**src/design/flight_arming_mode_controller_defines.svh**
```systemverilog
// Assertion macros for the flight arming mode controller.
// Used by files that check their own logic; expects clk and arst_n in scope.
`ifndef FLIGHT_ARMING_MODE_CONTROLLER_DEFINES_SVH
`define FLIGHT_ARMING_MODE_CONTROLLER_DEFINES_SVH

// Same-cycle implication, checked out of reset.
`define FAM_ASSERT_IMPL(label, ante, cons) \
	label: assert property (@(posedge clk) disable iff (!arst_n) (ante) |-> (cons)) \
		else $error("fam: property violated");

// Next-cycle implication, checked out of reset.
`define FAM_ASSERT_NEXT(label, ante, cons) \
	label: assert property (@(posedge clk) disable iff (!arst_n) (ante) |=> (cons)) \
		else $error("fam: property violated");

`endif

```
**src/design/fam_pkg.sv**
```systemverilog
// Shared types, codes and constants of the flight arming mode controller.
// No dependencies; every other file but the defines header imports it.
package fam_pkg;

	localparam int unsigned SW_W     = 2;
	localparam int unsigned THR_W    = 8;
	localparam int unsigned DT_W     = 16;
	localparam int unsigned IDLE_W   = 18;
	localparam int unsigned BUZZ_W   = 17;
	localparam int unsigned CODE_W   = 3;
	localparam int unsigned ACT_W    = 2;
	localparam int unsigned CUT_W    = 8;
	localparam int unsigned APB_AW   = 3;
	localparam int unsigned APB_DW   = 32;

	localparam logic [BUZZ_W-1:0] BUZZER_LATCH_MS = BUZZ_W'(120000);
	localparam logic [IDLE_W-1:0] MS_PER_SEC      = IDLE_W'(1000);
	localparam logic [THR_W-1:0]  IDLE_LEVEL_RST  = '0;
	localparam logic [CUT_W-1:0]  IDLE_CUT_RST    = CUT_W'(20);

	// Register indexes (paddr bit 2)
	localparam logic REG_IDLE_LEVEL = 1'b0;
	localparam logic REG_IDLE_CUT   = 1'b1;

	// Mode switch readings
	localparam logic [SW_W-1:0] SW_DISARMED = 2'd0;
	localparam logic [SW_W-1:0] SW_ANGLE    = 2'd1;
	localparam logic [SW_W-1:0] SW_ACCRO    = 2'd2;

	// Reported state codes
	localparam logic [CODE_W-1:0] CODE_INIT     = 3'd0;
	localparam logic [CODE_W-1:0] CODE_START    = 3'd1;
	localparam logic [CODE_W-1:0] CODE_ANGLE    = 3'd2;
	localparam logic [CODE_W-1:0] CODE_ACCRO    = 3'd3;
	localparam logic [CODE_W-1:0] CODE_SAFETY   = 3'd4;
	localparam logic [CODE_W-1:0] CODE_DISARMED = 3'd5;

	// Drive actions
	localparam logic [ACT_W-1:0] ACT_IDLE  = 2'd0;
	localparam logic [ACT_W-1:0] ACT_ANGLE = 2'd1;
	localparam logic [ACT_W-1:0] ACT_ACCRO = 2'd2;
	localparam logic [ACT_W-1:0] ACT_RESET = 2'd3;

	typedef enum logic [5:0] {
		ST_INIT     = 6'b000001,
		ST_START    = 6'b000010,
		ST_ANGLE    = 6'b000100,
		ST_ACCRO    = 6'b001000,
		ST_SAFETY   = 6'b010000,
		ST_DISARMED = 6'b100000
	} state_t;

	typedef struct packed {
		logic [SW_W-1:0]  switch_first;
		logic [SW_W-1:0]  switch_second;
		logic [THR_W-1:0] throttle_level;
		logic [DT_W-1:0]  elapsed_ms;
	} sample_t;

	typedef struct packed {
		logic [CODE_W-1:0] flight_state;
		logic [ACT_W-1:0]  drive_action;
		logic              buzzer_on;
	} result_t;

	typedef struct packed {
		logic [THR_W-1:0] idle_throttle_level;
		logic [CUT_W-1:0] idle_cut_seconds;
	} cfg_t;

	function automatic logic [CODE_W-1:0] state_code(state_t s);
		logic [CODE_W-1:0] c;
		unique case (s)
			ST_START:    c = CODE_START;
			ST_ANGLE:    c = CODE_ANGLE;
			ST_ACCRO:    c = CODE_ACCRO;
			ST_SAFETY:   c = CODE_SAFETY;
			ST_DISARMED: c = CODE_DISARMED;
			default:     c = CODE_INIT;
		endcase
		return c;
	endfunction

endpackage

```
**src/design/fam_ifs.sv**
```systemverilog
// Valid/ready channel interfaces for samples and results.
// Depends on fam_pkg for the field widths.
interface fam_sample_if import fam_pkg::*; ();
	logic             valid;
	logic             ready;
	logic [SW_W-1:0]  switch_first;
	logic [SW_W-1:0]  switch_second;
	logic [THR_W-1:0] throttle_level;
	logic [DT_W-1:0]  elapsed_ms;

	modport source (output valid, switch_first, switch_second, throttle_level, elapsed_ms,
		input ready);
	modport sink (input valid, switch_first, switch_second, throttle_level, elapsed_ms,
		output ready);
endinterface

interface fam_result_if import fam_pkg::*; ();
	logic              valid;
	logic              ready;
	logic [CODE_W-1:0] flight_state;
	logic [ACT_W-1:0]  drive_action;
	logic              buzzer_on;

	modport source (output valid, flight_state, drive_action, buzzer_on, input ready);
	modport sink (input valid, flight_state, drive_action, buzzer_on, output ready);
endinterface

```
**src/design/fam_cfg_regs.sv**
```systemverilog
// APB register file: idle throttle level and idle cut time.
// Depends on fam_pkg.
module fam_cfg_regs import fam_pkg::*; (
	input  logic              clk,
	input  logic              arst_n,
	input  logic              psel,
	input  logic              penable,
	input  logic              pwrite,
	input  logic [APB_AW-1:0] paddr,
	input  logic [APB_DW-1:0] pwdata,
	output logic [APB_DW-1:0] prdata,
	output logic              pready,
	output cfg_t              cfg
);

	cfg_t cfg_q;
	logic wr_en;

	assign pready = 1'b1;
	assign wr_en  = psel && penable && pwrite;
	assign cfg    = cfg_q;

	// Byte-lane bits are ignored on writes
	always_ff @(posedge clk or negedge arst_n) begin
		if (!arst_n) begin
			cfg_q.idle_throttle_level <= IDLE_LEVEL_RST;
			cfg_q.idle_cut_seconds    <= IDLE_CUT_RST;
		end else if (wr_en) begin
			unique case (paddr[2])
				REG_IDLE_LEVEL: cfg_q.idle_throttle_level <= pwdata[THR_W-1:0];
				REG_IDLE_CUT:   cfg_q.idle_cut_seconds    <= pwdata[CUT_W-1:0];
				default: ;
			endcase
		end
	end

	always_comb begin
		prdata = '0;
		if (paddr[1:0] == 2'b00) begin
			unique case (paddr[2])
				REG_IDLE_LEVEL: prdata = APB_DW'(cfg_q.idle_throttle_level);
				REG_IDLE_CUT:   prdata = APB_DW'(cfg_q.idle_cut_seconds);
				default:        prdata = '0;
			endcase
		end
	end

endmodule

```
**src/design/fam_core.sv**
```systemverilog
// Mode state machine, idle and buzzer timers, per-sample next-state rule.
// Depends on fam_pkg.
module fam_core import fam_pkg::*; (
	input  logic    clk,
	input  logic    arst_n,
	input  logic    advance,
	input  sample_t sample,
	input  cfg_t    cfg,
	output result_t result
);

	state_t              state_q, state_d;
	logic                twh_q, twh_d;
	logic                latch_q, latch_d;
	logic [IDLE_W-1:0]   idle_q, idle_d, idle_add, cut_ms;
	logic [BUZZ_W-1:0]   buzz_q, buzz_d, buzz_add;
	logic [IDLE_W:0]     idle_sum;
	logic [BUZZ_W:0]     buzz_sum;
	logic [ACT_W-1:0]    act;
	logic                buzz;
	logic                sw_agree;
	logic                thr_high;

	// Saturating timer advance
	assign idle_sum = {1'b0, idle_q} + (IDLE_W+1)'(sample.elapsed_ms);
	assign buzz_sum = {1'b0, buzz_q} + (BUZZ_W+1)'(sample.elapsed_ms);
	assign idle_add = idle_sum[IDLE_W] ? '1 : idle_sum[IDLE_W-1:0];
	assign buzz_add = buzz_sum[BUZZ_W] ? '1 : buzz_sum[BUZZ_W-1:0];
	assign cut_ms   = IDLE_W'(cfg.idle_cut_seconds) * MS_PER_SEC;
	assign sw_agree = sample.switch_first == sample.switch_second;
	assign thr_high = sample.throttle_level > cfg.idle_throttle_level;

	always_comb begin
		state_d = state_q;
		twh_d   = twh_q;
		latch_d = latch_q;
		idle_d  = idle_add;
		buzz_d  = buzz_add;
		act     = ACT_IDLE;
		buzz    = 1'b0;
		unique case (state_q)
			ST_START: begin
				if (latch_q) buzz = 1'b1;
				else if (buzz_add > BUZZER_LATCH_MS) latch_d = 1'b1;
				if (sw_agree && sample.switch_first == SW_ANGLE) state_d = ST_ANGLE;
				else if (sw_agree && sample.switch_first == SW_ACCRO) state_d = ST_ACCRO;
			end
			ST_ANGLE, ST_ACCRO: begin
				if (thr_high) begin
					twh_d = 1'b1;
					if (state_q == ST_ANGLE) begin
						act = ACT_ANGLE;
						if (sample.switch_first == SW_ACCRO) state_d = ST_ACCRO;
					end else begin
						act = ACT_ACCRO;
						if (sample.switch_first == SW_ANGLE) state_d = ST_ANGLE;
					end
				end else begin
					act = ACT_RESET;
					// Throttle dropped after flight: restart timers and unlatch
					if (twh_q) begin
						idle_d  = '0;
						buzz_d  = '0;
						latch_d = 1'b0;
						twh_d   = 1'b0;
					end else if (idle_add > cut_ms) begin
						state_d = ST_SAFETY;
					end
				end
			end
			ST_SAFETY: begin
				if (latch_q) buzz = 1'b1;
				else if (buzz_add > BUZZER_LATCH_MS) latch_d = 1'b1;
				if (sample.switch_first == SW_DISARMED) state_d = ST_DISARMED;
			end
			ST_DISARMED: begin
				if (latch_q) buzz = 1'b1;
				else if (buzz_add > BUZZER_LATCH_MS) latch_d = 1'b1;
				if (sw_agree && sample.switch_first != SW_DISARMED) begin
					twh_d = 1'b1;
					if (sample.switch_first == SW_ANGLE) state_d = ST_ANGLE;
					else if (sample.switch_first == SW_ACCRO) state_d = ST_ACCRO;
				end
			end
			default: begin
				state_d = (sample.switch_first == SW_DISARMED) ? ST_START : ST_INIT;
			end
		endcase
	end

	assign result.flight_state = state_code(state_d);
	assign result.drive_action = act;
	assign result.buzzer_on    = buzz;

	always_ff @(posedge clk or negedge arst_n) begin
		if (!arst_n) begin
			state_q <= ST_INIT;
			twh_q   <= 1'b0;
			latch_q <= 1'b0;
			idle_q  <= '0;
			buzz_q  <= '0;
		end else if (advance) begin
			state_q <= state_d;
			twh_q   <= twh_d;
			latch_q <= latch_d;
			idle_q  <= idle_d;
			buzz_q  <= buzz_d;
		end
	end

endmodule

```
**src/design/flight_arming_mode_controller.sv**
```systemverilog
// Flight arming mode controller: input register, next-state core, result register.
// Depends on fam_pkg, fam_ifs, fam_cfg_regs, fam_core and the defines header.
//
// Usage:
//   sample_in carries one control-loop sample per transaction (two switch
//   readings, throttle, elapsed ms). result_out carries one result per sample:
//   flight state after the step, drive action and buzzer request.
//   Registers are written over the APB port (idle throttle level at 0x0, idle
//   cut seconds at 0x4); write them only while no sample is in flight.
//   A sample accepted into the input register is stepped by the next-state
//   core into the result register. Throughput: one sample per cycle while
//   result_out is not stalled, set by the combinational next-state core.
//   A stalled result_out holds its transaction; sample_in still takes one more
//   sample into the input register, then deasserts ready until the result drains.
//   Reset: state init, both timers and the buzzer latch clear, idle throttle
//   level 0, idle cut 20 s; no result is pending.
`include "flight_arming_mode_controller_defines.svh"

module flight_arming_mode_controller import fam_pkg::*; (
	input  logic              clk,
	input  logic              arst_n,
	fam_sample_if.sink        sample_in,
	fam_result_if.source      result_out,
	input  logic              psel,
	input  logic              penable,
	input  logic              pwrite,
	input  logic [APB_AW-1:0] paddr,
	input  logic [APB_DW-1:0] pwdata,
	output logic [APB_DW-1:0] prdata,
	output logic              pready
);

	cfg_t    cfg;
	sample_t sample_s1;
	logic    valid_s1;
	result_t res_d, res_q;
	logic    out_valid_q;
	logic    advance;

	fam_cfg_regs u_cfg (
		.clk     (clk),
		.arst_n  (arst_n),
		.psel    (psel),
		.penable (penable),
		.pwrite  (pwrite),
		.paddr   (paddr),
		.pwdata  (pwdata),
		.prdata  (prdata),
		.pready  (pready),
		.cfg     (cfg)
	);

	fam_core u_core (
		.clk     (clk),
		.arst_n  (arst_n),
		.advance (advance),
		.sample  (sample_s1),
		.cfg     (cfg),
		.result  (res_d)
	);

	// Advance when the result register is free or draining this cycle
	assign advance         = valid_s1 && (!out_valid_q || result_out.ready);
	assign sample_in.ready = !valid_s1 || advance;

	always_ff @(posedge clk or negedge arst_n) begin
		if (!arst_n) begin
			valid_s1    <= 1'b0;
			out_valid_q <= 1'b0;
		end else begin
			if (sample_in.ready) valid_s1 <= sample_in.valid;
			if (advance) out_valid_q <= 1'b1;
			else if (result_out.ready) out_valid_q <= 1'b0;
		end
	end

	always_ff @(posedge clk) begin
		if (sample_in.ready && sample_in.valid) begin
			sample_s1.switch_first   <= sample_in.switch_first;
			sample_s1.switch_second  <= sample_in.switch_second;
			sample_s1.throttle_level <= sample_in.throttle_level;
			sample_s1.elapsed_ms     <= sample_in.elapsed_ms;
		end
		if (advance) res_q <= res_d;
	end

	assign result_out.valid        = out_valid_q;
	assign result_out.flight_state = res_q.flight_state;
	assign result_out.drive_action = res_q.drive_action;
	assign result_out.buzzer_on    = res_q.buzzer_on;

	`FAM_ASSERT_IMPL(a_stall_cause, !sample_in.ready,
		valid_s1 && out_valid_q && !result_out.ready)
	`FAM_ASSERT_NEXT(a_result_loaded, advance, out_valid_q)
	`FAM_ASSERT_IMPL(a_buzz_state, out_valid_q && res_q.buzzer_on,
		res_q.drive_action == ACT_IDLE && res_q.flight_state != CODE_INIT)
	`FAM_ASSERT_IMPL(a_stab_state, out_valid_q && (res_q.drive_action == ACT_ANGLE ||
		res_q.drive_action == ACT_ACCRO),
		res_q.flight_state == CODE_ANGLE || res_q.flight_state == CODE_ACCRO)

endmodule
```
**src/flat_wrapper.sv**
```systemverilog
// flat-port wrapper written by rule: the top's interface ports become plain ports
module flight_arming_mode_controller_flat import fam_pkg::*;
  (clk, arst_n, psel, penable, pwrite, paddr, pwdata, prdata, pready, sample_in_valid, sample_in_switch_first, sample_in_switch_second, sample_in_throttle_level, sample_in_elapsed_ms, sample_in_ready, result_out_valid, result_out_flight_state, result_out_drive_action, result_out_buzzer_on, result_out_ready);
  fam_sample_if sample_in_i ();
  fam_result_if result_out_i ();
  input  logic clk;
  input  logic arst_n;
  input  logic psel;
  input  logic penable;
  input  logic pwrite;
  input  logic [APB_AW-1:0] paddr;
  input  logic [APB_DW-1:0] pwdata;
  output logic [APB_DW-1:0] prdata;
  output logic pready;
  input wire logic [$bits(sample_in_i.valid)-1:0] sample_in_valid;
  input wire logic [$bits(sample_in_i.switch_first)-1:0] sample_in_switch_first;
  input wire logic [$bits(sample_in_i.switch_second)-1:0] sample_in_switch_second;
  input wire logic [$bits(sample_in_i.throttle_level)-1:0] sample_in_throttle_level;
  input wire logic [$bits(sample_in_i.elapsed_ms)-1:0] sample_in_elapsed_ms;
  output wire logic [$bits(sample_in_i.ready)-1:0] sample_in_ready;
  output wire logic [$bits(result_out_i.valid)-1:0] result_out_valid;
  output wire logic [$bits(result_out_i.flight_state)-1:0] result_out_flight_state;
  output wire logic [$bits(result_out_i.drive_action)-1:0] result_out_drive_action;
  output wire logic [$bits(result_out_i.buzzer_on)-1:0] result_out_buzzer_on;
  input wire logic [$bits(result_out_i.ready)-1:0] result_out_ready;
  assign sample_in_i.valid = sample_in_valid;
  assign sample_in_i.switch_first = sample_in_switch_first;
  assign sample_in_i.switch_second = sample_in_switch_second;
  assign sample_in_i.throttle_level = sample_in_throttle_level;
  assign sample_in_i.elapsed_ms = sample_in_elapsed_ms;
  assign sample_in_ready = sample_in_i.ready;
  assign result_out_valid = result_out_i.valid;
  assign result_out_flight_state = result_out_i.flight_state;
  assign result_out_drive_action = result_out_i.drive_action;
  assign result_out_buzzer_on = result_out_i.buzzer_on;
  assign result_out_i.ready = result_out_ready;
  flight_arming_mode_controller u_core (.clk(clk), .arst_n(arst_n), .sample_in(sample_in_i), .result_out(result_out_i), .psel(psel), .penable(penable), .pwrite(pwrite), .paddr(paddr), .pwdata(pwdata), .prdata(prdata), .pready(pready));
endmodule
```
**config.mk**
```make
export PLATFORM = sky130hd
export DESIGN_NAME = flight_arming_mode_controller_flat
export DESIGN_NICKNAME = d
export VERILOG_FILES = /design/src/design/fam_pkg.sv /design/src/design/fam_ifs.sv /design/src/design/fam_cfg_regs.sv /design/src/design/fam_core.sv /design/src/design/flight_arming_mode_controller.sv /design/src/flat_wrapper.sv
export VERILOG_INCLUDE_DIRS = /design/src /design/src/design
export SDC_FILE = /design/constraint.sdc
export NUM_CORES = 1
export LEC_CHECK = 0
export BUFFER_PORTS_ARGS = -buffer_cell sky130_fd_sc_hd__buf_2
export CAP_MARGIN = 5
export CORE_ASPECT_RATIO = 1.2
export CORE_UTILIZATION = 53
export DETAILED_ROUTE_END_ITERATION = 10
export PLACE_DENSITY = 0.88
export SLEW_MARGIN = 20
export SYNTH_ARGS = -nofsm -noshare
export SYNTH_HDL_FRONTEND = slang
export SYNTH_SLANG_ARGS = --single-unit
```
**constraint.sdc**
```tcl
create_clock -name clk -period 5.9 [get_ports clk]
set_input_delay 0.295 -clock clk [delete_from_list [all_inputs] [get_ports clk]]
set_output_delay 0.295 -clock clk [all_outputs]
set_load 0.03 [all_outputs]
```
==> Yosys cells after proc, flatten, opt, wreduce, memory -nomap -nowiden <==
Cells that the tools add are included.
{ "op_classes": {"multipliers": 1, "add_sub_neg": 2, "n_reduce_logical": 23, "n_lt_le_gt_ge": 3, "mux": 37, "eq_ne": 16, "n_bitwise": 1} }
{ "ops": {"columns": ["op", "n"], "rows": [
  ["2-to-1 mux 18 bit", 4],
  ["2-to-1 mux 17 bit", 4],
  ["2-to-1 mux 6 bit", 11],
  ["case mux 32 bit (2 select lines)", 1],
  ["2-to-1 mux 32 bit", 1],
  ["case mux 6 bit (4 select lines)", 1],
  ["adder 18 x 16 -> 19 bit", 1],
  ["adder 17 x 16 -> 18 bit", 1],
  ["> comparator 18 bit", 1],
  ["> comparator 17 bit (second input constant)", 1],
  ["multiplier 8 x 7 -> 15 bit (second input constant)", 1],
  ["case mux 3 bit (5 select lines)", 1],
  ["equality test 6 x 2 -> 1 bit (second input constant)", 2],
  ["equality test 6 x 3 -> 1 bit (second input constant)", 2],
  ["equality test 6 x 4 -> 1 bit (second input constant)", 2],
  ["equality test 6 x 5 -> 1 bit (second input constant)", 2],
  ["equality test 6 bit (second input constant)", 2],
  ["2-to-1 mux 1 bit", 9],
  ["> comparator 8 bit", 1],
  ["nonzero test 2 bit", 4],
  ["logical AND 1 bit", 7],
  ["2-to-1 mux 2 bit", 3],
  ["inequality test 2 bit (second input constant)", 3],
  ["zero test 2 bit", 2],
  ["12 further kinds", 16]
]} }
{ "totals": {"in_bits": 70, "word_cells": 99, "regBits": 95} }

==> Logic depth before layout (Yosys ltp) <==
Gate-level depths: netlist of run 1.
{ "logic_depth": {"ltp_word": 9, "ltp_mapped": 24, "ltp_nobuf": 24} }

==> By module <==
Synthesis of run 1 repeated with hierarchy kept, for this count alone.
{ "unflattened": {"cells_unflattened": 781, "hier_area_um2": 7694.9} }
{ "by_module_without_submodules": {"columns": ["module", "cells_each", "seq_area_each_um2", "area_per_inst_um2", "instances"], "rows": [
  ["fam_core", 659, 1077.3, 5615.4, 1],
  ["flight_arming_mode_controller", 42, 1071.0, 1124.8, 1],
  ["fam_cfg_regs", 80, 402.9, 954.7, 1]
]} }

==> Worst setup path after synthesis of run 1 <==
No wires, ideal clock.
{ "synth_path": {"path_type": "reg-to-reg", "from": "register u_core.u_cfg.cfg_q, in the netlist u_core.u_cfg.cfg[2]", "to": "register u_core.res_q, in the netlist u_core.result_out.flight_state[1] (data pin)", "period_less_slack_ps": 5516, "path_buffers": 0, "setup_ps": 254, "setup_slack_ps": 384, "stages_incl_launch_ff": 24, "t_arrival_ps": 5262, "path_cell_list": "dfstp_2 fa_1 xor2_1 ha_1 fa_1 inv_1 fa_1 inv_1 ha_1 o21ai_0 a21boi_0 o21ai_0 a21boi_0 o21a_1 o21a_1 or2_2 ha_1 nand2_1 nor2_1 nand2_1 a21oi_1 o211ai_1 or3_1 nor2b_1"} }
{ "synth_rtl": {"columns": ["element", "line", "text"], "rows": [
  ["start, declared", "fam_cfg_regs.sv:16", "cfg_t cfg_q;"],
  ["end signal, assigned", "flight_arming_mode_controller.sv:84", "if (advance) res_q <= res_d;"],
  ["end, declared", "flight_arming_mode_controller.sv:36", "result_t res_d, res_q;"]
]} }

==> results of run 1 <==
## area by class of cell
type	instances	area [sq um]	share of cell area
Clock buffer	10	250	0.0296
Clock inverter	6	56.3	0.00665
Inverter	63	236	0.0280
Multi-Input combinational cell	611	4760	0.563
Sequential cell	95	2550	0.302
Tap cell	171	214	0.0253
Timing Repair Buffer	72	388	0.0458
## repair_timing
item,CTS,global route
setup endpoints to repair,1,6
buffers inserted,0,4
hold endpoints to repair,0,0
resized for setup,1,17
pin swaps,0,11
## cells in the final DEF, fill, tap and decap left out, drive strengths merged, types with 7 or more instances in the layout
cell,instances
dfrtp,58
nor3,19
mux2i,8
a22o,12
conb,25
and3,9
a21o,20
edfxtp,34
nand2,58
inv,64
buf,72
o21a,16
ha,93
nor2,43
nand4,7
a21oi,37
nand3,19
nor2b,9
nand2b,13
clkbuf,10
fa,23
xnor2,22
xor2,12
o21ai,70
mux2,18
## routing by layer
metal / up-vias / track usage / share of wire
li1: 2916 / - / -
met1: 2917 / 0.283 / 0.43
met2: 195 / 0.415 / 0.50
met3: 37 / 0.0332 / 0.042
met4: 0 / 0.103 / 0.025
met5: - / 0 / 0
## kinds of logic (layout without fill, tap and decap cells)
family          Yosys count  in the layout  synth area share
compound gates          207            207             0.180
xor+xnor                 34             34            0.0389
fa+ha+maj               116            116             0.212
buf+inv                 108            151            0.0673
flops                    95             95             0.333
mux                      26             26            0.0369
other cells               2             25          0.000981
simple gates            203            203             0.131
## stage by stage
stage / util / hold WS, ps / cells / worst slack [ps]
2_1_floorplan: - / -0.591 / 814 / 384
3_3_place_gp: 0.577 / 466 / 1008 / 145
3_5_place_dp: 0.577 / 472 / 1008 / -0.998
4_1_cts: 0.599 / 102 / 1024 / 13.7
5_1_grt: 0.607 / 103 / 1028 / -83.6
6_report: 0.607 / 110 / 1028 / 160
## path summary, 6_finish.rpt
check                                    startpoint                                end  slack (ps)  cells after the start
min in group asynchronous                    arst_n            u_core.u_core.buzz_q[2]         120                      2
max                             u_core.u_cfg.cfg[2]  u_core.result_out.flight_state[2]         160                     22
max in group asynchronous                    arst_n           u_core.u_core.state_q[3]        5250                      2
min reg2reg                u_core.u_core.buzz_q[13]           u_core.u_core.buzz_q[13]         490                      2
min                         sample_in_elapsed_ms[3]                u_core.sample_s1[3]         110                      1
max reg2reg                     u_core.u_cfg.cfg[2]  u_core.result_out.flight_state[2]         160                     22
## worst max-delay path, cell delays in order, from the launching register on
cell and delay [ps]:
dfstp_2 570, buf_4 120, fa_1 420, inv_1 80
fa_1 440, fa_1 520, fa_1 520, inv_1 60
ha_4 250, a21boi_0 130, o21ai_1 210, a21boi_1 110
o21a_1 190, o21a_1 190, o311a_1 350, ha_1 330
a21oi_2 170, o21ai_1 70, a21oi_1 120, o21ai_0 90
o211ai_1 260, or3_4 180, nand3_1 90
## sequential cells by signal, indices dropped and copies added (netlist names)
| name | cells |
|---|---|
| u_core.result_out.buzzer_on | 1 |
| u_core.result_out.drive_action | 2 |
| u_core.result_out.flight_state | 3 |
| u_core.result_out.valid | 1 |
| u_core.sample_s1 | 28 |
| u_core.u_cfg.cfg | 16 |
| u_core.u_core.buzz_q | 17 |
| u_core.u_core.idle_q | 18 |
| u_core.u_core.latch_q | 1 |
| u_core.u_core.state_q | 6 |
| u_core.u_core.twh_q | 1 |
| u_core.valid_s1 | 1 |
==> qor.yml, run 1 <==
outcome: "complete, but fails checks"
violations: "DRC"
cts_tree: "done"
synth.area.top_cells: "dfrtp_1 (19%), ha_1 (15%), edfxtp_1 (13%)"
clock_sinks: 95
clock.fmax_ghz: 0.174
synth_top_cell_area_share: 0.190
ys_warn_count: 0
synthArstFlopShare: 0.642
start_util: 0.550
viasPerCell: 5.90
grt_antenna_before_repair: 0
place.gp.congestion: 0.880
final_cell_area_sq_um: 8460
netlist_area_sq_um: 7660
avgRoutedWirePerCell_um: 16.4
core_sq_um: 13900
syn_avg_cell_area_sq_um: 9.68
track_usage: 0.234
critical_path_class: "reg2reg"
synth_common_cells: "ha_1 (93), inv_1 (63), o21ai_0 (61)"
htree_levels: 3
io_pins: 111
antenna_cells: 0
nFillCells: 1126
nets: 1038
grt_pass1_vias: 6069
drtAntennaViolNets: 0
finalHoldViolCount: 0
post-route-drc-count: 4
vias: 6065
die_h_um: 134
final-setup-viol-count: 0
end_kind: "register"
grt_pass1_wl_um: 28000
syn_inst: 791
insertion_delay_ps: 360
ys_seq_elements: 95
yosysSeqAreaShare: 0.333
synth_edf_count: 34
dr.pass1.iters: 8
dp_hpwl_um: 12300
cts_buffer_depth: 2
cap_violations: 0
fin_skew_ps: 9.06
routed_wl_um: 16800
cp_data_required_time_ps: 5990
dieArea_sq_um: 14900
relSlewSlack: 0.412
synth.most_common_cell: "ha_1"
die_w_um: 112
placed_area_sq_um: 8040
hold_class: "in2reg"
arrival_ps: 5830
drt_first_iter_violations: 353
io_buffers: 61
synth_ff_type: "dfrtp_1"
rows: 47
clkTransAtPathRegs_ps: 70
area_delta_synth_final_pct: 10.5
root_buffer: "clkbuf_16"
overflow: 0
tritoncts.num_buffers: 9
finalCritPeriodShare: 0.973
grt_max_degree: 63
yosysUniqueCellTypes: 73
yosys.area.top_type: "dfrtp_1"
slew_violations: 0
cts_hold_buf: 0
drive_gt1_frac: 0.165
cp_max_fo: 4
tightest_slew_ps: 879
fin_tns_setup_ps: 0
period_minus_slack_ps: 5740
start_kind: "register"
Power of run 1 is left out: the tool's default activity adds up to more than one toggle a clock period on the data nets, which glitch-free logic cannot reach.
==> run 2: changes to the inputs <==
--- a/config.mk
+++ b/config.mk
@@ -11,7 +11,7 @@
 export CORE_ASPECT_RATIO = 1.2
 export CORE_UTILIZATION = 53
 export DETAILED_ROUTE_END_ITERATION = 10
-export PLACE_DENSITY = 0.88
+export PLACE_DENSITY = 0.78
 export SLEW_MARGIN = 20
 export SYNTH_ARGS = -nofsm -noshare
 export SYNTH_HDL_FRONTEND = slang
==> qor.yml, run 2 (synthesized netlist as in run 1, its figures left out) <==
relSlewSlack: 0.412
final-setup-viol-count: 0
cts_hold_buf: 0
layout_commonest_cell: "ha_1"
rsz0062_at_grt: "true"
final_cell_area_sq_um: 8510
start_kind: "register"
reg_top3: "u_core.sample_s1 x28, u_core.u_core.idle_q x18, u_core.u_core.buzz_q x17"
die_w_um: 112
track_usage: 0.228
viasPerCell: 5.73
grt_pass1_wl_um: 27200
clock.fmax_ghz: 0.172
drt_first_iter_violations: 284
io_buffers: 61
dp_hpwl_um: 11900
place.gp.congestion: 0.897
critical_path_class: "reg2reg"
start_util: 0.550
cp_data_required_time_ps: 6010
path_delay_family: "adder cells"
worst-path-buf-inv: 2
root_buffer: "clkbuf_16"
seq_area_sq_um: 2550
grt_pass1_vias: 5837
violations: "DRC"
outcome: "complete, but fails checks"
largest_reg_flops: 28
slew_violations: 0
multi_input_comb_area_sq_um: 4820
avgRoutedWirePerCell_um: 15.9
min_from: "sample_in_elapsed_ms[0]"
nets: 1038
cap_violations: 0
cts_buffer_depth: 2
end_kind: "register"
core_sq_um: 13900
arrival_ps: 5930
dieArea_sq_um: 14900
top_register: "u_core.sample_s1"
antenna_cells: 0
period_minus_slack_ps: 5820
mostFrequentLayoutCells: "ha_1 (90), buf_2 (61), inv_1 (59)"
overflow: 0
cp_max_fo: 4
dr.pass1.iters: 11
routed_wl_um: 16300
fin_skew_ps: 11.8
tritoncts.num_buffers: 9
drive_gt1_frac: 0.173
clkTransAtPathRegs_ps: 70
area_delta_synth_final_pct: 11.1
htree_levels: 3
worst_path_max_delay_cell: "dfstp_2"
tightest_slew_ps: 878
grt_max_degree: 63
r2r-start: "u_core.u_cfg.cfg[2]"
hold_class: "in2reg"
clock_sinks: 95
crit_chain: "fa_2, xor2_2, ha_1, fa_1, inv_1, fa_1, inv_2, ha_4, o21ai_1, a21boi_0, o21ai_1, a21boi_0, o21a_1, o21a_1, or2_2, ha_1, nand2_1, nor2_2, nand2_1, a21oi_1, o211ai_1, or3_4, nor2b_1"
insertion_delay_ps: 360
rows: 47
finalHoldViolCount: 0
die_h_um: 134
io_pins: 111
vias: 5893
finalCritPeriodShare: 0.987
cts_tree: "done"
nFillCells: 1210
grt_antenna_before_repair: 0
whs_ps: 109
cp_slowest_stage_delay_ps: 570
placed_area_sq_um: 8040
post-route-drc-count: 6
drtAntennaViolNets: 0
setup.worst_path.start: "u_core.u_cfg.cfg[2]"
run 2: area by class of cell:
cell class	count	share of cell area
Clock buffer	11	0.0298
Timing Repair Buffer	72	0.0460
Multi-Input combinational cell	611	0.566
Clock inverter	5	0.00529
Tap cell	171	0.0251
Inverter	63	0.0281
Sequential cell	95	0.300
run 2: final timing paths:
path | endpoint | slack (ps) | cells past startpoint
max | u_core.result_out.flight_state[1] | 80 | 23
max in group asynchronous | u_core.u_core.state_q[4] | 5240 | 2
min in group asynchronous | u_core.u_core.buzz_q[2] | 120 | 2
min | u_core.sample_s1[0] | 110 | 1
max reg2reg | u_core.result_out.flight_state[1] | 80 | 23
min reg2reg | u_core.u_core.buzz_q[15] | 490 | 2
run 2: through the flow:
step | cells | TNS (ps) | util | setup slack (ps)
global placement | 1008 | 0 | 0.577 | 129
floorplan | 814 | 0 | - | 384
detailed placement | 1008 | 0 | 0.577 | 12.8
global route | 1028 | -818 | 0.611 | -219
finish | 1028 | 0 | 0.611 | 77.8
CTS | 1024 | 0 | 0.599 | 18.2
run 2: worst register-to-register path, cell delays in order (launching register included):
cell and delay (ps):
dfstp_2 570, fa_2 490, xor2_2 170, ha_1 310, fa_1 480, inv_1 50, fa_1 490, inv_2 40
ha_4 220, o21ai_1 130, a21boi_0 140, o21ai_1 230, a21boi_0 120, o21a_1 190, o21a_1 190, or2_2 310
ha_1 310, nand2_1 70, nor2_2 130, nand2_1 70, a21oi_1 160, o211ai_1 170, or3_4 380, nor2b_1 140
run 2: repair_timing:
item	CTS	global route
pin swaps	0	29
endpoints found under the setup margin	1	6
hold endpoints to repair	0	0
resized for setup	1	31
setup buffers	0	4
cloned	0	0
run 2: per-layer routing:
metal	wire, um	up-vias	global-route usage
met5	0	-	0
met1	7130	2763	0.295
met3	697	36	0.0346
li1	-	2909	-
met4	442	0	0.0961
met2	8080	185	0.381
Power of run 2 is left out for the same reason.
==> run 3: changes to the inputs <==
--- a/config.mk
+++ b/config.mk
@@ -6,12 +6,13 @@
 export SDC_FILE = /design/constraint.sdc
 export NUM_CORES = 1
 export LEC_CHECK = 0
+export ABC_AREA = 1
 export BUFFER_PORTS_ARGS = -buffer_cell sky130_fd_sc_hd__buf_2
 export CAP_MARGIN = 5
 export CORE_ASPECT_RATIO = 1.2
-export CORE_UTILIZATION = 53
+export CORE_UTILIZATION = 54
 export DETAILED_ROUTE_END_ITERATION = 10
-export PLACE_DENSITY = 0.78
+export PLACE_DENSITY = 0.79
 export SLEW_MARGIN = 20
 export SYNTH_ARGS = -nofsm -noshare
 export SYNTH_HDL_FRONTEND = slang
==> qor.yml, run 3 <==
p_leak_nw: 4.60
synth_edf_count: 34
cts_buffer_depth: 2
htree_levels: 3
yosysSeqAreaShare: 0.319
ys_warn_count: 0
synth_top_cell_area_share: 0.181
drive_gt1_frac: 0.124
yosysUniqueCellTypes: 48
largest_reg_flops: 28
fin_skew_ps: 8.97
dr.pass1.iters: 7
syn_inst: 1010
drt_first_iter_violations: 277
insertion_delay_ps: 360
synth_top_family_by_area: "simple AND/OR/NAND/NOR gates"
antenna_cells: 0
worst-path-buf-inv: 4
track_usage: 0.245
hold_class: "in2reg"
synth_mux_area_frac: 0
place.gp.congestion: 0.894
mostFrequentLayoutCells: "nand2_1 (232), inv_1 (155), ha_1 (91)"
setup.worst_path.start: "u_core.u_cfg.cfg[2]"
ir_drop_mv: 0.503
min_from: "sample_in_switch_first[1]"
final-setup-viol-count: 0
clkTransAtPathRegs_ps: 80
core_sq_um: 14400
worst_path_max_delay_cell: "dfstp_2"
vias: 6660
post-route-drc-count: 0
clock_sinks: 95
tightest_slew_ps: 816
rsz0062_at_grt: "false"
cts_hold_buf: 0
outcome: "completed"
root_buffer: "clkbuf_16"
grt_antenna_before_repair: 0
fin_tns_setup_ps: 0
finalHoldViolCount: 0
yosys.area.top_type: "dfrtp_1"
netlist_area_sq_um: 8010
r2r-start: "u_core.u_cfg.cfg[2]"
p_per_area_nw_per_um2: 641
cts_resized: 0
grt_pass1_wl_um: 29600
avgRoutedWirePerCell_um: 14.1
synth_ff_type: "dfrtp_1"
nets: 1256
io_pins: 111
synthArstFlopShare: 0.642
dp_slack_ps: 226
drtAntennaViolNets: 0
top_register: "u_core.sample_s1"
reg_top3: "u_core.sample_s1 x28, u_core.u_core.idle_q x18, u_core.u_core.buzz_q x17"
slew_violations: 0
synth.most_common_cell: "nand2_1"
io_buffers: 61
ys_seq_elements: 95
cp_max_fo: 6
syn_avg_cell_area_sq_um: 7.93
arrival_ps: 5600
critical_path_class: "reg2reg"
grt_pass1_vias: 6495
dieArea_sq_um: 15300
routed_wl_um: 17600
relSlewSlack: 0.456
synth-compound-area-share: 0.117
start_kind: "register"
dp_hpwl_um: 13700
die_w_um: 113
grt_max_degree: 62
cap_violations: 0
synth_xor_area_frac: 0.0263
rows: 48
end_kind: "register"
finalCritPeriodShare: 0.931
start_util: 0.555
cts_tree: "done"
p_total_mw: 5.62
path_common_cell: "nand2_1"
cp_data_required_time_ps: 6010
synth.area.top_cells: "dfrtp_1 (18%), ha_1 (15%), edfxtp_1 (13%)"
period_minus_slack_ps: 5490
postCtsSetupBuffers: 0
viasPerCell: 5.33
area_delta_synth_final_pct: 9.44
die_h_um: 135
overflow: 0
layout_commonest_cell: "nand2_1"
clock.fmax_ghz: 0.182
tritoncts.num_buffers: 9
cp_slowest_stage_delay_ps: 550
synthSimpleGateAreaFrac: 0.226
path_delay_family: "adder cells"
finalWorstSetupSlack_ps: 405
synthAdderAreaFrac: 0.203
synth_common_cells: "nand2_1 (233), inv_1 (155), ha_1 (93)"
==> run 3: cell count changes after synthesis, moves of 13 or more <==
| cell | change |
|---|---|
| nand2b_1 | -13 |
| o21a_1 | -15 |
| mux2_2 | -18 |
| inv_1 | +92 |
| a21o_1 | -17 |
| a21oi_1 | +21 |
| nor2_1 | +22 |
| nand2_1 | +176 |
| nand3_1 | +33 |
==> run 3: worst paths after layout <==
path / end / slack, ps / cells past startpoint
max in group asynchronous: u_core.u_cfg.cfg[1] / 5220 / 2
min in group asynchronous: u_core.u_core.idle_q[5] / 110 / 2
worst min register to register: u_core.u_core.idle_q[0] / 500 / 2
worst min-delay path: u_core.sample_s1[27] / 100 / 1
worst max register to register: u_core.result_out.flight_state[2] / 410 / 31
worst max-delay path: u_core.result_out.flight_state[2] / 410 / 31
==> run 3: report_power, final <==
group / switching (mW) / internal, mW / total [mW] / leakage (nW)
Combinational: 2.37 / 1.59 / 3.96 / 3.37
Clock: 0.281 / 0.338 / 0.620 / 0.151
Sequential: 0.148 / 0.888 / 1.04 / 1.08
Total: 2.80 / 2.82 / 5.62 / 4.60
==> run 3: through the flow <==
step	hold slack, ps	cell area [sq um]	cells	util
floorplan	-0.591	8090	1033	-
global placement	472	8390	1234	0.582
detailed placement	473	8390	1234	0.582
CTS	98.6	8710	1250	0.604
global route	94.7	8760	1250	0.608
finish	105	8760	1250	0.608
==> run 3: final cells by class <==
| type | count | area, sq um |
|---|---|---|
| Fill cell | 1288 | 5650 |
| Multi-Input combinational cell | 737 | 4720 |
| Sequential cell | 95 | 2550 |
| Inverter | 160 | 602 |
| Timing Repair Buffer | 67 | 354 |
| Clock buffer | 9 | 225 |
| Tap cell | 175 | 219 |
| Clock inverter | 7 | 91.3 |
==> run 3: cells by family (layout without fill, tap and decap cells) <==
kind of cell / after synthesis / after routing
compound gates: 159 / 159
xor+xnor: 24 / 24
fa+ha+maj: 116 / 116
buf+inv: 201 / 243
flops: 95 / 95
other cells: 2 / 25
simple gates: 413 / 413
==> run 3: per-layer routing <==
metal / up-vias / track usage / share of wire
li1: 3386 / - / -
met1: 3055 / 0.287 / 0.43
met2: 173 / 0.441 / 0.50
met3: 46 / 0.0412 / 0.044
met4: 0 / 0.103 / 0.032
met5: - / 0 / 0
(Power assumes the default switching activity.)
